--- config.mk ---
export PLATFORM = sky130hd
export DESIGN_NAME = polygon_corner_cutting
export DESIGN_NICKNAME = d
export VERILOG_FILES = /design/src/rtl/core/pcc_pkg.sv /design/src/rtl/core/pcc_sequencer.sv /design/src/rtl/core/pcc_cut_pipe.sv /design/src/rtl/core/polygon_corner_cutting.sv
export SDC_FILE = /design/constraint.sdc
export NUM_CORES = 2
export LEC_CHECK = 0
export BUFFER_PORTS_ARGS = -buffer_cell sky130_fd_sc_hd__buf_2
export CAP_MARGIN = 20
export CORE_ASPECT_RATIO = 2
export CORE_UTILIZATION = 25
export CTS_BUF_LIST = sky130_fd_sc_hd__clkbuf_16
export DETAILED_ROUTE_END_ITERATION = 7
export MAX_ROUTING_LAYER = met4
export PLACE_DENSITY_LB_ADDON = 0.15
export SLEW_MARGIN = 25
export SYNTH_ARGS = -nofsm -noshare
export SYNTH_HDL_FRONTEND = slang
export SYNTH_SLANG_ARGS = --single-unit
--- constraint.sdc ---
create_clock -name i_clk -period 13.9 [get_ports i_clk]
set_clock_uncertainty 0.1 [all_clocks]
set_input_delay 4.17 -clock i_clk [delete_from_list [all_inputs] [get_ports i_clk]]
set_output_delay 4.17 -clock i_clk [all_outputs]
set_load 0.02 [all_outputs]
--- src/rtl/core/pcc_pkg.sv ---
`timescale 1ns / 1ps
// Package for the polygon corner cutting block: fixed-point constants,
// configuration register indexes, job case codes and the job sequence table.
// No dependencies.
package pcc_pkg;

    localparam int FACTOR_BITS   = 17;
    localparam int FRAC_BITS     = 16;
    localparam int CFG_IDX_BITS  = 4;
    localparam logic [FACTOR_BITS-1:0] FACTOR_ONE   = 17'h10000;
    localparam logic [FACTOR_BITS-1:0] FACTOR_RESET = 17'h08000;

    localparam logic [CFG_IDX_BITS-1:0] REG_CUT_FACTOR = 4'd0;
    localparam logic [CFG_IDX_BITS-1:0] REG_BYPASS     = 4'd1;

    // Job sequence kinds, chosen when a vertex is taken.
    localparam logic [2:0] CASE_BYPASS     = 3'd0;
    localparam logic [2:0] CASE_BYPASS_END = 3'd1;
    localparam logic [2:0] CASE_SINGLE     = 3'd2;
    localparam logic [2:0] CASE_TWO_END    = 3'd3;
    localparam logic [2:0] CASE_MID        = 3'd4;
    localparam logic [2:0] CASE_LAST       = 3'd5;

    // Vertex selects into the captured vertex set.
    localparam logic [2:0] SEL_V      = 3'd0;
    localparam logic [2:0] SEL_OLDER  = 3'd1;
    localparam logic [2:0] SEL_RECENT = 3'd2;
    localparam logic [2:0] SEL_FIRST  = 3'd3;
    localparam logic [2:0] SEL_SECOND = 3'd4;

    typedef struct packed {
        logic [2:0] a_sel;
        logic [2:0] b_sel;
        logic       fin;
        logic       last;
    } t_job_sel;

    // Each job produces the point a + (b - a) * f.
    function automatic t_job_sel job_sel(input logic [2:0] kind, input logic [2:0] idx);
        t_job_sel s;
        s = '{a_sel: SEL_V, b_sel: SEL_V, fin: 1'b0, last: 1'b1};
        case (kind)
            CASE_BYPASS: begin
                s = '{a_sel: SEL_V, b_sel: SEL_V, fin: 1'b0, last: 1'b1};
            end
            CASE_BYPASS_END: begin
                s = '{a_sel: SEL_V, b_sel: SEL_V, fin: 1'b1, last: 1'b1};
            end
            CASE_SINGLE: begin
                s = '{a_sel: SEL_V, b_sel: SEL_V, fin: idx[0], last: idx[0]};
            end
            CASE_TWO_END: begin
                case (idx)
                    3'd0, 3'd1: s = '{a_sel: SEL_V, b_sel: SEL_FIRST, fin: 1'b0, last: 1'b0};
                    3'd2: s = '{a_sel: SEL_FIRST, b_sel: SEL_V, fin: 1'b0, last: 1'b0};
                    default: s = '{a_sel: SEL_FIRST, b_sel: SEL_V, fin: 1'b1, last: 1'b1};
                endcase
            end
            CASE_MID: begin
                case (idx)
                    3'd0: s = '{a_sel: SEL_RECENT, b_sel: SEL_OLDER, fin: 1'b0, last: 1'b0};
                    default: s = '{a_sel: SEL_RECENT, b_sel: SEL_V, fin: 1'b0, last: 1'b1};
                endcase
            end
            CASE_LAST: begin
                case (idx)
                    3'd0: s = '{a_sel: SEL_RECENT, b_sel: SEL_OLDER, fin: 1'b0, last: 1'b0};
                    3'd1: s = '{a_sel: SEL_RECENT, b_sel: SEL_V, fin: 1'b0, last: 1'b0};
                    3'd2: s = '{a_sel: SEL_V, b_sel: SEL_RECENT, fin: 1'b0, last: 1'b0};
                    3'd3: s = '{a_sel: SEL_V, b_sel: SEL_FIRST, fin: 1'b0, last: 1'b0};
                    3'd4: s = '{a_sel: SEL_FIRST, b_sel: SEL_V, fin: 1'b0, last: 1'b0};
                    default: s = '{a_sel: SEL_FIRST, b_sel: SEL_SECOND, fin: 1'b1, last: 1'b1};
                endcase
            end
            default: begin
                s = '{a_sel: SEL_V, b_sel: SEL_V, fin: 1'b0, last: 1'b1};
            end
        endcase
        return s;
    endfunction

endpackage

--- src/rtl/core/pcc_sequencer.sv ---
`timescale 1ns / 1ps
// Vertex sequencer: polygon history, the captured vertex set of the current
// beat and one cut job per cycle while i_job_ready. Depends on pcc_pkg.
module pcc_sequencer #(
    parameter int COORD_BITS = 24
) (
    input  logic                  i_clk,
    input  logic                  i_rst_n,
    input  logic                  i_bypass,
    input  logic                  i_in_valid,
    output logic                  o_in_stall,
    input  logic [COORD_BITS-1:0] i_px,
    input  logic [COORD_BITS-1:0] i_py,
    input  logic                  i_end,
    output logic                  o_job_valid,
    input  logic                  i_job_ready,
    output logic [COORD_BITS-1:0] o_ax,
    output logic [COORD_BITS-1:0] o_ay,
    output logic [COORD_BITS-1:0] o_bx,
    output logic [COORD_BITS-1:0] o_by,
    output logic                  o_fin
);
    import pcc_pkg::*;

    logic [1:0]            r_seen;
    logic [1:0]            n_seen;
    logic                  r_busy;
    logic                  n_busy;
    logic [2:0]            r_idx;
    logic [2:0]            n_idx;
    logic [2:0]            r_kind;
    logic [2:0]            n_kind;
    logic                  has_job;

    logic [COORD_BITS-1:0] r_first_x, r_first_y, r_second_x, r_second_y;
    logic [COORD_BITS-1:0] r_older_x, r_older_y, r_recent_x, r_recent_y;
    logic [COORD_BITS-1:0] r_sv_x, r_sv_y, r_so_x, r_so_y, r_sr_x, r_sr_y;
    logic [COORD_BITS-1:0] r_sf_x, r_sf_y, r_ss_x, r_ss_y;

    logic                  in_acc;
    logic                  job_take;
    t_job_sel              sel;

    assign sel         = job_sel(r_kind, r_idx);
    assign job_take    = r_busy && i_job_ready;
    assign o_in_stall  = r_busy && !(job_take && sel.last);
    assign in_acc      = i_in_valid && !o_in_stall;
    assign o_job_valid = r_busy;
    assign o_fin       = sel.fin;

    always_comb begin
        case (sel.a_sel)
            SEL_OLDER:  begin o_ax = r_so_x; o_ay = r_so_y; end
            SEL_RECENT: begin o_ax = r_sr_x; o_ay = r_sr_y; end
            SEL_FIRST:  begin o_ax = r_sf_x; o_ay = r_sf_y; end
            SEL_SECOND: begin o_ax = r_ss_x; o_ay = r_ss_y; end
            default:    begin o_ax = r_sv_x; o_ay = r_sv_y; end
        endcase
        case (sel.b_sel)
            SEL_OLDER:  begin o_bx = r_so_x; o_by = r_so_y; end
            SEL_RECENT: begin o_bx = r_sr_x; o_by = r_sr_y; end
            SEL_FIRST:  begin o_bx = r_sf_x; o_by = r_sf_y; end
            SEL_SECOND: begin o_bx = r_ss_x; o_by = r_ss_y; end
            default:    begin o_bx = r_sv_x; o_by = r_sv_y; end
        endcase
    end

    always_comb begin
        n_seen  = r_seen;
        has_job = 1'b1;
        n_kind  = r_kind;
        if (i_bypass) begin
            n_kind = i_end ? CASE_BYPASS_END : CASE_BYPASS;
        end else begin
            case (r_seen)
                2'd0: begin
                    n_kind  = CASE_SINGLE;
                    has_job = i_end;
                    n_seen  = i_end ? 2'd0 : 2'd1;
                end
                2'd1: begin
                    n_kind  = CASE_TWO_END;
                    has_job = i_end;
                    n_seen  = i_end ? 2'd0 : 2'd2;
                end
                default: begin
                    n_kind = i_end ? CASE_LAST : CASE_MID;
                    n_seen = i_end ? 2'd0 : 2'd2;
                end
            endcase
        end

        n_busy = r_busy;
        n_idx  = r_idx;
        if (in_acc) begin
            n_busy = has_job;
            n_idx  = 3'd0;
        end else if (job_take) begin
            n_busy = !sel.last;
            n_idx  = r_idx + 3'd1;
        end
    end

    always_ff @(posedge i_clk) begin
        if (!i_rst_n) begin
            r_seen <= 2'd0;
            r_busy <= 1'b0;
            r_idx  <= 3'd0;
            r_kind <= CASE_BYPASS;
        end else begin
            r_busy <= n_busy;
            r_idx  <= n_idx;
            if (in_acc) begin
                r_seen <= n_seen;
                r_kind <= n_kind;
            end
        end
    end

    always_ff @(posedge i_clk) begin
        if (in_acc) begin
            r_sv_x <= i_px;       r_sv_y <= i_py;
            r_so_x <= r_older_x;  r_so_y <= r_older_y;
            r_sr_x <= r_recent_x; r_sr_y <= r_recent_y;
            r_sf_x <= r_first_x;  r_sf_y <= r_first_y;
            r_ss_x <= r_second_x; r_ss_y <= r_second_y;
            if (!i_bypass && !i_end) begin
                case (r_seen)
                    2'd0: begin
                        r_first_x  <= i_px;       r_first_y  <= i_py;
                        r_recent_x <= i_px;       r_recent_y <= i_py;
                    end
                    2'd1: begin
                        r_second_x <= i_px;       r_second_y <= i_py;
                        r_older_x  <= r_recent_x; r_older_y  <= r_recent_y;
                        r_recent_x <= i_px;       r_recent_y <= i_py;
                    end
                    default: begin
                        r_older_x  <= r_recent_x; r_older_y  <= r_recent_y;
                        r_recent_x <= i_px;       r_recent_y <= i_py;
                    end
                endcase
            end
        end
    end

`ifndef SYNTHESIS
    a_seen_range: assert property (@(posedge i_clk) disable iff (!i_rst_n)
        r_seen != 2'd3)
        else $error("vertex count left its range");
    a_no_job_idle: assert property (@(posedge i_clk) disable iff (!i_rst_n)
        in_acc && !has_job |=> !r_busy)
        else $error("sequencer busy after a beat without points");
    a_fin_is_last: assert property (@(posedge i_clk) disable iff (!i_rst_n)
        job_take && sel.fin |-> sel.last)
        else $error("final point issued before the last job");
    a_idx_hold: assert property (@(posedge i_clk) disable iff (!i_rst_n)
        r_busy && !i_job_ready |=> r_busy && $stable(r_idx))
        else $error("job sequence moved while held");
`endif

endmodule

--- src/rtl/core/pcc_cut_pipe.sv ---
`timescale 1ns / 1ps
// Cut arithmetic pipeline: difference, product by the factor, shift and add,
// then the result register. Depends on pcc_pkg.
module pcc_cut_pipe #(
    parameter int COORD_BITS = 24
) (
    input  logic                          i_clk,
    input  logic                          i_rst_n,
    input  logic [pcc_pkg::FACTOR_BITS-1:0] i_factor,
    input  logic                          i_job_valid,
    output logic                          o_job_ready,
    input  logic [COORD_BITS-1:0]         i_ax,
    input  logic [COORD_BITS-1:0]         i_ay,
    input  logic [COORD_BITS-1:0]         i_bx,
    input  logic [COORD_BITS-1:0]         i_by,
    input  logic                          i_fin,
    output logic                          o_out_valid,
    input  logic                          i_out_stall,
    output logic [COORD_BITS-1:0]         o_qx,
    output logic [COORD_BITS-1:0]         o_qy,
    output logic                          o_final_point
);
    import pcc_pkg::*;

    localparam int DW = COORD_BITS + 1;
    localparam int PW = COORD_BITS + FACTOR_BITS + 2;
    localparam int SW = PW - FRAC_BITS;

    logic                         r_s1_valid, r_s2_valid, r_out_valid;
    logic                         r_s1_fin, r_s2_fin, r_out_fin;
    logic [COORD_BITS-1:0]        r_s1_ax, r_s1_ay, r_s2_ax, r_s2_ay;
    logic signed [DW-1:0]         r_dx, r_dy;
    logic signed [DW-1:0]         n_dx, n_dy;
    logic signed [PW-1:0]         r_px, r_py;
    logic signed [PW-1:0]         n_px, n_py;
    logic signed [FACTOR_BITS:0]  f_s;
    logic signed [SW-1:0]         n_sx, n_sy;
    logic [COORD_BITS-1:0]        r_qx, r_qy;
    logic                         en1, en2, en_out;

    assign en_out      = !r_out_valid || !i_out_stall;
    assign en2         = !r_s2_valid || en_out;
    assign en1         = !r_s1_valid || en2;
    assign o_job_ready = en1;

    assign n_dx = $signed({i_bx[COORD_BITS-1], i_bx}) - $signed({i_ax[COORD_BITS-1], i_ax});
    assign n_dy = $signed({i_by[COORD_BITS-1], i_by}) - $signed({i_ay[COORD_BITS-1], i_ay});
    assign f_s  = $signed({1'b0, i_factor});
    assign n_px = PW'(r_dx * f_s);
    assign n_py = PW'(r_dy * f_s);
    assign n_sx = $signed({{(SW-COORD_BITS){r_s2_ax[COORD_BITS-1]}}, r_s2_ax})
                + $signed(r_px[PW-1:FRAC_BITS]);
    assign n_sy = $signed({{(SW-COORD_BITS){r_s2_ay[COORD_BITS-1]}}, r_s2_ay})
                + $signed(r_py[PW-1:FRAC_BITS]);

    always_ff @(posedge i_clk) begin
        if (!i_rst_n) begin
            r_s1_valid  <= 1'b0;
            r_s2_valid  <= 1'b0;
            r_out_valid <= 1'b0;
        end else begin
            if (en1) begin
                r_s1_valid <= i_job_valid;
            end
            if (en2) begin
                r_s2_valid <= r_s1_valid;
            end
            if (en_out) begin
                r_out_valid <= r_s2_valid;
            end
        end
    end

    always_ff @(posedge i_clk) begin
        if (en1) begin
            r_s1_ax  <= i_ax;
            r_s1_ay  <= i_ay;
            r_dx     <= n_dx;
            r_dy     <= n_dy;
            r_s1_fin <= i_fin;
        end
        if (en2) begin
            r_s2_ax  <= r_s1_ax;
            r_s2_ay  <= r_s1_ay;
            r_px     <= n_px;
            r_py     <= n_py;
            r_s2_fin <= r_s1_fin;
        end
        if (en_out) begin
            r_qx      <= n_sx[COORD_BITS-1:0];
            r_qy      <= n_sy[COORD_BITS-1:0];
            r_out_fin <= r_s2_fin;
        end
    end

    assign o_out_valid   = r_out_valid;
    assign o_qx          = r_qx;
    assign o_qy          = r_qy;
    assign o_final_point = r_out_fin;

`ifndef SYNTHESIS
    a_s2_held: assert property (@(posedge i_clk) disable iff (!i_rst_n)
        r_s2_valid && !en_out |=> r_s2_valid && $stable(r_px) && $stable(r_py))
        else $error("product stage lost while the result was held");
    a_s1_held: assert property (@(posedge i_clk) disable iff (!i_rst_n)
        r_s1_valid && !en2 |=> r_s1_valid && $stable(r_dx) && $stable(r_dy))
        else $error("difference stage lost while held");
    a_zero_diff: assert property (@(posedge i_clk) disable iff (!i_rst_n)
        en2 && r_s1_valid && r_dx == '0 |=> r_px == '0)
        else $error("product of a zero difference is not zero");
`endif

endmodule

--- src/rtl/core/polygon_corner_cutting.sv ---
`timescale 1ns / 1ps
// Top level of the polygon corner cutting block: configuration registers,
// vertex sequencer and cut arithmetic pipeline. Depends on pcc_pkg,
// pcc_sequencer and pcc_cut_pipe.
//
//  Channel  Direction  Handshake                 Beat
//  in       input      i_in_valid / o_in_stall   one vertex (px, py, end_of_polygon)
//  out      output     o_out_valid / i_out_stall one point (qx, qy, final_point)
//  cfg      input      i_cfg_valid / o_cfg_ready register index and write data
//
// A vertex gives zero to six points; the points leave at one per cycle while
// the output is not stalled. A vertex that gives no point leaves the
// sequencer idle; otherwise the next vertex is taken with the last job of
// the one before. The first point of a vertex passes through the captured
// vertex set, then the difference, product and result registers. Reset
// clears the vertex count, job sequence and valid flags.
// A stall holds the result register; bubbles in the pipeline keep filling.
module polygon_corner_cutting #(
    parameter int COORD_BITS = 24
) (
    input  logic                              i_clk,
    input  logic                              i_rst_n,
    input  logic                              i_in_valid,
    output logic                              o_in_stall,
    input  logic [COORD_BITS-1:0]             i_px,
    input  logic [COORD_BITS-1:0]             i_py,
    input  logic                              i_end_of_polygon,
    output logic                              o_out_valid,
    input  logic                              i_out_stall,
    output logic [COORD_BITS-1:0]             o_qx,
    output logic [COORD_BITS-1:0]             o_qy,
    output logic                              o_final_point,
    input  logic                              i_cfg_valid,
    output logic                              o_cfg_ready,
    input  logic [pcc_pkg::CFG_IDX_BITS-1:0]  i_cfg_index,
    input  logic [pcc_pkg::FACTOR_BITS-1:0]   i_cfg_data
);
    import pcc_pkg::*;

    logic [FACTOR_BITS-1:0] r_factor;
    logic                   r_bypass;
    logic                   job_valid, job_ready, job_fin;
    logic [COORD_BITS-1:0]  job_ax, job_ay, job_bx, job_by;

    assign o_cfg_ready = 1'b1;

    // The factor is clamped to one on write.
    always_ff @(posedge i_clk) begin
        if (!i_rst_n) begin
            r_factor <= FACTOR_RESET;
            r_bypass <= 1'b0;
        end else if (i_cfg_valid) begin
            if (i_cfg_index == REG_CUT_FACTOR) begin
                r_factor <= (i_cfg_data > FACTOR_ONE) ? FACTOR_ONE : i_cfg_data;
            end else if (i_cfg_index == REG_BYPASS) begin
                r_bypass <= i_cfg_data[0];
            end
        end
    end

    pcc_sequencer #(
        .COORD_BITS (COORD_BITS)
    ) u_seq (
        .i_clk       (i_clk),
        .i_rst_n     (i_rst_n),
        .i_bypass    (r_bypass),
        .i_in_valid  (i_in_valid),
        .o_in_stall  (o_in_stall),
        .i_px        (i_px),
        .i_py        (i_py),
        .i_end       (i_end_of_polygon),
        .o_job_valid (job_valid),
        .i_job_ready (job_ready),
        .o_ax        (job_ax),
        .o_ay        (job_ay),
        .o_bx        (job_bx),
        .o_by        (job_by),
        .o_fin       (job_fin)
    );

    pcc_cut_pipe #(
        .COORD_BITS (COORD_BITS)
    ) u_pipe (
        .i_clk         (i_clk),
        .i_rst_n       (i_rst_n),
        .i_factor      (r_factor),
        .i_job_valid   (job_valid),
        .o_job_ready   (job_ready),
        .i_ax          (job_ax),
        .i_ay          (job_ay),
        .i_bx          (job_bx),
        .i_by          (job_by),
        .i_fin         (job_fin),
        .o_out_valid   (o_out_valid),
        .i_out_stall   (i_out_stall),
        .o_qx          (o_qx),
        .o_qy          (o_qy),
        .o_final_point (o_final_point)
    );

endmodule

### Word-level counts from Yosys, hierarchy flattened

Cells that the tools add are included.

| word-level totals | value |
|---|---|
| register bits after elaboration | 739 |
| output and inout port bits | 52 |
| word-level logic and storage cells | 122 |

| operators by class | value |
|---|---|
| $add $sub $neg | 5 |
| multiply operators | 2 |
| $lt $le $gt $ge | 1 |
| equality and inequality tests | 19 |
| mux-type cells | 20 |
| bitwise operators | 4 |
| reduce and logical (&&, ||, !) cells | 31 |

Operators with widths:

| operator | count |
|---|---|
| 24-bit one-hot mux with 4 select lines | 4 |
| 25-bit by 18-bit multiplier with 40-bit output | 2 |
| 24-bit by 24-bit subtractor with 25-bit output | 2 |
| 24-bit adder | 2 |
| 8-bit one-hot mux with 5 select lines | 1 |
| 7-bit one-hot mux with 5 select lines | 1 |
| 3-bit by 2-bit equality test with 1-bit output, second input constant | 8 |
| 17-bit greater-than comparator, second input constant | 1 |
| 17-bit 2-to-1 mux | 1 |
| 3-bit equality test, second input constant | 5 |
| 7-bit one-hot mux with 2 select lines | 1 |
| 3-bit by 1-bit equality test with 1-bit output, second input constant | 4 |
| 3-bit AND reduction | 4 |
| 1-bit logical NOT | 9 |
| 1-bit 2-to-1 mux | 7 |
| 3-bit 2-to-1 mux | 2 |
| 3-bit one-hot mux with 2 select lines | 1 |
| 2-bit AND reduction | 3 |
| 2-bit OR reduction | 3 |
| 1-bit logical AND | 5 |
| 4-bit by 1-bit equality test with 1-bit output, second input constant | 1 |
| 4-bit logical NOT | 1 |
| 2-bit 2-to-1 mux | 2 |
| 1-bit inverter | 4 |
| other kinds (6) | 8 |

### Logic depth before layout (Yosys ltp)

| logic depth | value |
|---|---|
| depth in word-level cells | 11 |
| depth in mapped cells | 27 |
| gate-level depth less buffers | 25 |

### Modules after synthesis

A second synthesis with hierarchy kept.

| second synthesis, totals | value |
|---|---|
| cells, all modules | 5087 |
| area, all modules | 57861.7 sq um |

Modules (own cells, without submodules):

| module | times used | cells each | area an instance (sq um) | seq. area each (sq um) |
|---|---|---|---|---|
| pcc_cut_pipe | 1 | 4059 | 40062.2 | 7417.1 |
| pcc_sequencer | 1 | 934 | 16951.3 | 13152.6 |
| polygon_corner_cutting | 1 | 94 | 848.3 | 360.3 |

### Least setup slack after synthesis

Ideal clock, no wire load.

| timing | value |
|---|---|
| kind | input -> register |
| start point | in i_out_stall |
| end point | reg u_seq.r_older_x[0], enable pin |
| setup time | 409 ps |
| data arrival time | 13545 ps |
| data required time | 13391 ps |
| path slack | -154 ps |
| cell stages on the path | 8 |
| cell sequence | and3_1 -> and2_1 -> o21ai_0 -> nand2_1 -> inv_1 -> nand2b_1 -> nor2_1 -> o21a_1 |

| between the ends | value |
|---|---|
| longest elaborated chain between the ends | 11 |

Ends and longest elaborated chain:

| what | RTL line | source |
|---|---|---|
| start, declared | polygon_corner_cutting.sv:29 | `input logic i_out_stall,` |
| 1-bit logical NOT | pcc_cut_pipe.sv:41 | `assign en_out = !r_out_valid \|\| !i_out_stall;` |
| 1-bit logical OR | pcc_cut_pipe.sv:41 |  |
| 1-bit logical OR | pcc_cut_pipe.sv:42 | `assign en2 = !r_s2_valid \|\| en_out;` |
| 1-bit logical OR | pcc_cut_pipe.sv:43 | `assign en1 = !r_s1_valid \|\| en2;` |
| 1-bit logical AND | pcc_sequencer.sv:45 | `assign job_take = r_busy && i_job_ready;` |
| 1-bit logical AND | pcc_sequencer.sv:46 | `assign o_in_stall = r_busy && !(job_take && sel.last);` |
| 1-bit logical NOT | pcc_sequencer.sv:46 |  |
| 1-bit logical AND | pcc_sequencer.sv:46 |  |
| 1-bit logical NOT | pcc_sequencer.sv:47 | `assign in_acc = i_in_valid && !o_in_stall;` |
| 1-bit logical AND | pcc_sequencer.sv:47 |  |
| net u_seq.in_acc | pcc_sequencer.sv:40 | `logic in_acc;` |
| 3-bit AND reduction (no source line) | - |  |
| end signal, assigned | pcc_sequencer.sv:135 | `r_older_x <= r_recent_x; r_older_y <= r_recent_y;` |
| end signal, assigned | pcc_sequencer.sv:139 | `r_older_x <= r_recent_x; r_older_y <= r_recent_y;` |
| end, declared | pcc_sequencer.sv:36 | `logic [COORD_BITS-1:0] r_older_x, r_older_y, r_recent_x, r_recent_y;` |

The timed path passes the listed nets, and every way through them passes these cells.
A chain may end at the register's enable or synchronous reset.

### Worst setup path in the final report

| timing | value |
|---|---|
| start point | in i_out_stall |
| end point | out o_in_stall |

| between the ends | value |
|---|---|
| longest elaborated chain between the ends | 8 |

Ends and longest elaborated chain:

| what | RTL line | source |
|---|---|---|
| 1-bit logical NOT | pcc_cut_pipe.sv:41 |  |
| 1-bit logical OR | pcc_cut_pipe.sv:41 |  |
| 1-bit logical OR | pcc_cut_pipe.sv:42 |  |
| 1-bit logical OR | pcc_cut_pipe.sv:43 |  |
| 1-bit logical AND | pcc_sequencer.sv:45 |  |
| 1-bit logical AND | pcc_sequencer.sv:46 |  |
| 1-bit logical NOT | pcc_sequencer.sv:46 |  |
| 1-bit logical AND | pcc_sequencer.sv:46 |  |
| end, declared | polygon_corner_cutting.sv:24 | `output logic o_in_stall,` |

Every way passes these cells.

==> results by group <==
STA
  – Final worst-path cycle share: 69.2%
  – Unrepaired setup endpoints after global routing: no
  – Least-Margin Pin Slew: 1100 ps
  – Pins Over Slew Limit: 0
  – Final hold vios: 0
  – Top achievable clock speed: 104 MHz
  – Slew Limit Headroom: 26.7%
  – Post-route setup TNS: 0 ps
  – Final setup viols: 0
  – Minimum clock period: 9620 ps

CTS
  – Clk buf depth: 3
  – Later-pin clock latency in the skew report: 680 ps
  – CTS tree: built
  – CTS root buffer: clkbuf_16
  – Post-CTS Hold Buffers: 0
  – Clock transition at path regs: 70 ps
  – Clock Sinks: 707
  – H-tree depth: 3
  – TritonCTS buffer count: 71
  – Post-CTS sizing: 0
  – Post-CTS Setup Bufs: 0

Floorplanning
  – # IOs: 127
  – Chip Width: 339 microns
  – Die area: 230000 sq um
  – Core Region: 226000 sq um
  – Initial cell density of the core: 25.2%
  – FP Rows: 247
  – Die height: 677 microns

Placed design
  – # port buffers: 125
  – HPWL after DPL: 125000 microns
  – RD Place Congestion: 0.808

GRT
  – Overall routing resource usage: 15.2%
  – Initial antenna violation count: 24
  – Global-route wire length before repair: 251000 microns
  – Global route overflow: 0
  – Vias in the first global route: 39500
  – Largest net degree at the start of global routing: 80

Logic synthesis
  – Syn_nets: 6184
  – Top-count cell post-synth: inv_1
  – Post-synth top area share: 35.7%
  – Main synth FF type: edfxtp_1
  – Synth cell count leaders: inv_1 (992), fa_1 (792), edfxtp_1 (677)
  – YS warnings: 0
  – Sequential fraction of the synthesis area: 36.8%
  – Number of synthesized flops with an enable pin: 677
  – Post-synth ARST share: 0%
  – Synth cell types: 77
  – Largest area contributor in the netlist: edfxtp_1
  – Cells after Synth: 5030
  – Synthesized cell area: 56900 sq um
  – Largest cells by area after synthesis: edfxtp_1 (36%), fa_1 (28%), inv_1 (6.5%)
  – Avg Cell Area, Syn: 11.3 sq um
  – #FFs+latches synth: 707

Drt
  – Final Routed Wirelength: 167000 microns
  – Vias: 35300
  – Pre-antenna DRT Iters: 4
  – Via-to-Cell Ratio: 4.33
  – Post-DRT Antenna Nets: 0
  – DR iter-0 viols: 1387
  – WL/cell: 20.5 microns
  – Drc violations: 0

Cells and area
  – Post-Route Utilization: 28.0%
  – Multi-input gate area: 31600 sq um
  – Layout cell share with drive strength beyond 1: 6.51%
  – Fill cell count: 23700
  – Syn-to-layout area delta: 11.4%
  – Regs by FF count: u_pipe.r_dx (25), u_pipe.r_dy (25)
  – Register Area: 20900 sq um
  – Nets: 6245

Power
  – Leakage: 0.0274 uW
  – Comb pwr share: 31.1%
  – PD cells: 117 nW/um^2
  – Sequential Power Share: 42.7%
  – P_int: 4650 uW
  – VDD IR max: 0.0848 mV
  – Net load switching power: 2770 uW
  – Pwr Total: 7420 uW
  – Clock share of power: 26.3%
  – Net Sw Frac: 37.4%

Run status
  – Status: finished, final reports clean

Hold path
  – Worst hold path class: flip-flop to flip-flop

Critical path
  – CP Data Arrival Time: 5350 ps
  – Worst Path Required: 9630 ps
  – Crit path capture type: output pin
  – Critical path class: primary input to output pin
  – CP Launch Type: primary input
  – Max FO, Critical Path: 3

Flow run
  – # Max-Cap Violations: 0
cell usage in the layout, fill, tap and decap left out, drive strengths merged, types with 5 or more instances in the layout:
cell	count
edfxtp	677
a21o	37
o21a	111
nand4	12
xor2	48
a22oi	15
nor2	135
nand3	24
a211oi	11
nor3	44
o21ai	103
and2	402
nand2	563
fa	792
inv	1012
a21oi	127
dfxtp	30
clkbuf	72
xnor2	107
ha	287
a31oi	12
nor3b	5
nor2b	25
o21bai	17
clkinv	30
buf	186
nand2b	17
and3	13
a221oi	14
o31ai	8
mux2i	84
diode	15
o221ai	35
or3	7
a211o	5
or2	5
stage by stage:
stage / instances / setup WS (ps) / hold slack [ps] / cell area, sq um
after floorplan: 5030 / 2290 / 300 / 56900
after global placement: 8006 / 4230 / 300 / 61100
after detailed placement: 8006 / 4280 / 305 / 61100
after CTS: 8134 / 4280 / 288 / 63400
after global routing: 8147 / 4160 / 299 / 63400
final: 8149 / 4280 / 297 / 63400
power by group through the flow:
| stage | Clock [uW] | Combinational (uW) | Sequential, uW |
|---|---|---|---|
| floorplan | 0 | 1500 | 2990 |
| global placement | 0 | 2370 | 3230 |
| detailed placement | 0 | 2370 | 3220 |
| CTS | 2030 | 2390 | 3180 |
| global route | 2090 | 2570 | 3210 |
| finish | 1950 | 2300 | 3170 |
worst paths after layout:
kind	slack [ps]	cells past startpoint	start	endpoint
setup / recovery	4280	6	i_out_stall	o_in_stall
hold / removal	300	0	u_seq.r_second_x[6]	u_seq.r_ss_x[6]
setup reg to reg	6340	24	r_factor[9]	u_pipe.r_py[38]
hold reg to reg	300	0	u_seq.r_second_x[6]	u_seq.r_ss_x[6]
per-layer routing:
metal / up-vias / share of wire, % / track usage [%]
li1: 16100 / - / -
met1: 18500 / 35 / 14.8
met2: 443 / 60 / 30.9
met3: 208 / 2.1 / 1.12
met4: 0 / 3.2 / 4.70
met5: - / 0 / -
logic make-up (layout without fill, tap and decap cells):
logic type,after synthesis,count (layout),synth area share (%)
xor gates and xnor gates,155,155,2.39
and+or+nand+nor,1272,1272,10.8
adders and majority gates,1079,1079,34.2
AOI/OAI and AO/OA,540,540,6.46
buffers and inverters,1192,1308,7.89
DFF,707,707,36.8
other,1,16,0.00659
muxes,84,84,1.48
worst max-delay path: stages:
cell,delay [ps]
buf_2,140
and3_1,230
and2_1,220
o21ai_0,350
inv_1,70
buf_2,160
layout make-up:
| type | count | share of cell area (%) |
|---|---|---|
| Multi-Input combinational cell | 3131 | 49.8 |
| Antenna cell | 15 | 0.0592 |
| Timing Repair Buffer | 186 | 1.71 |
| Sequential cell | 707 | 33.0 |
| Tap cell | 2988 | 5.90 |
| Clock buffer | 72 | 2.84 |
| Clock inverter | 56 | 0.767 |
| Inverter | 994 | 5.90 |
Power figures use the tool's default switching activity.
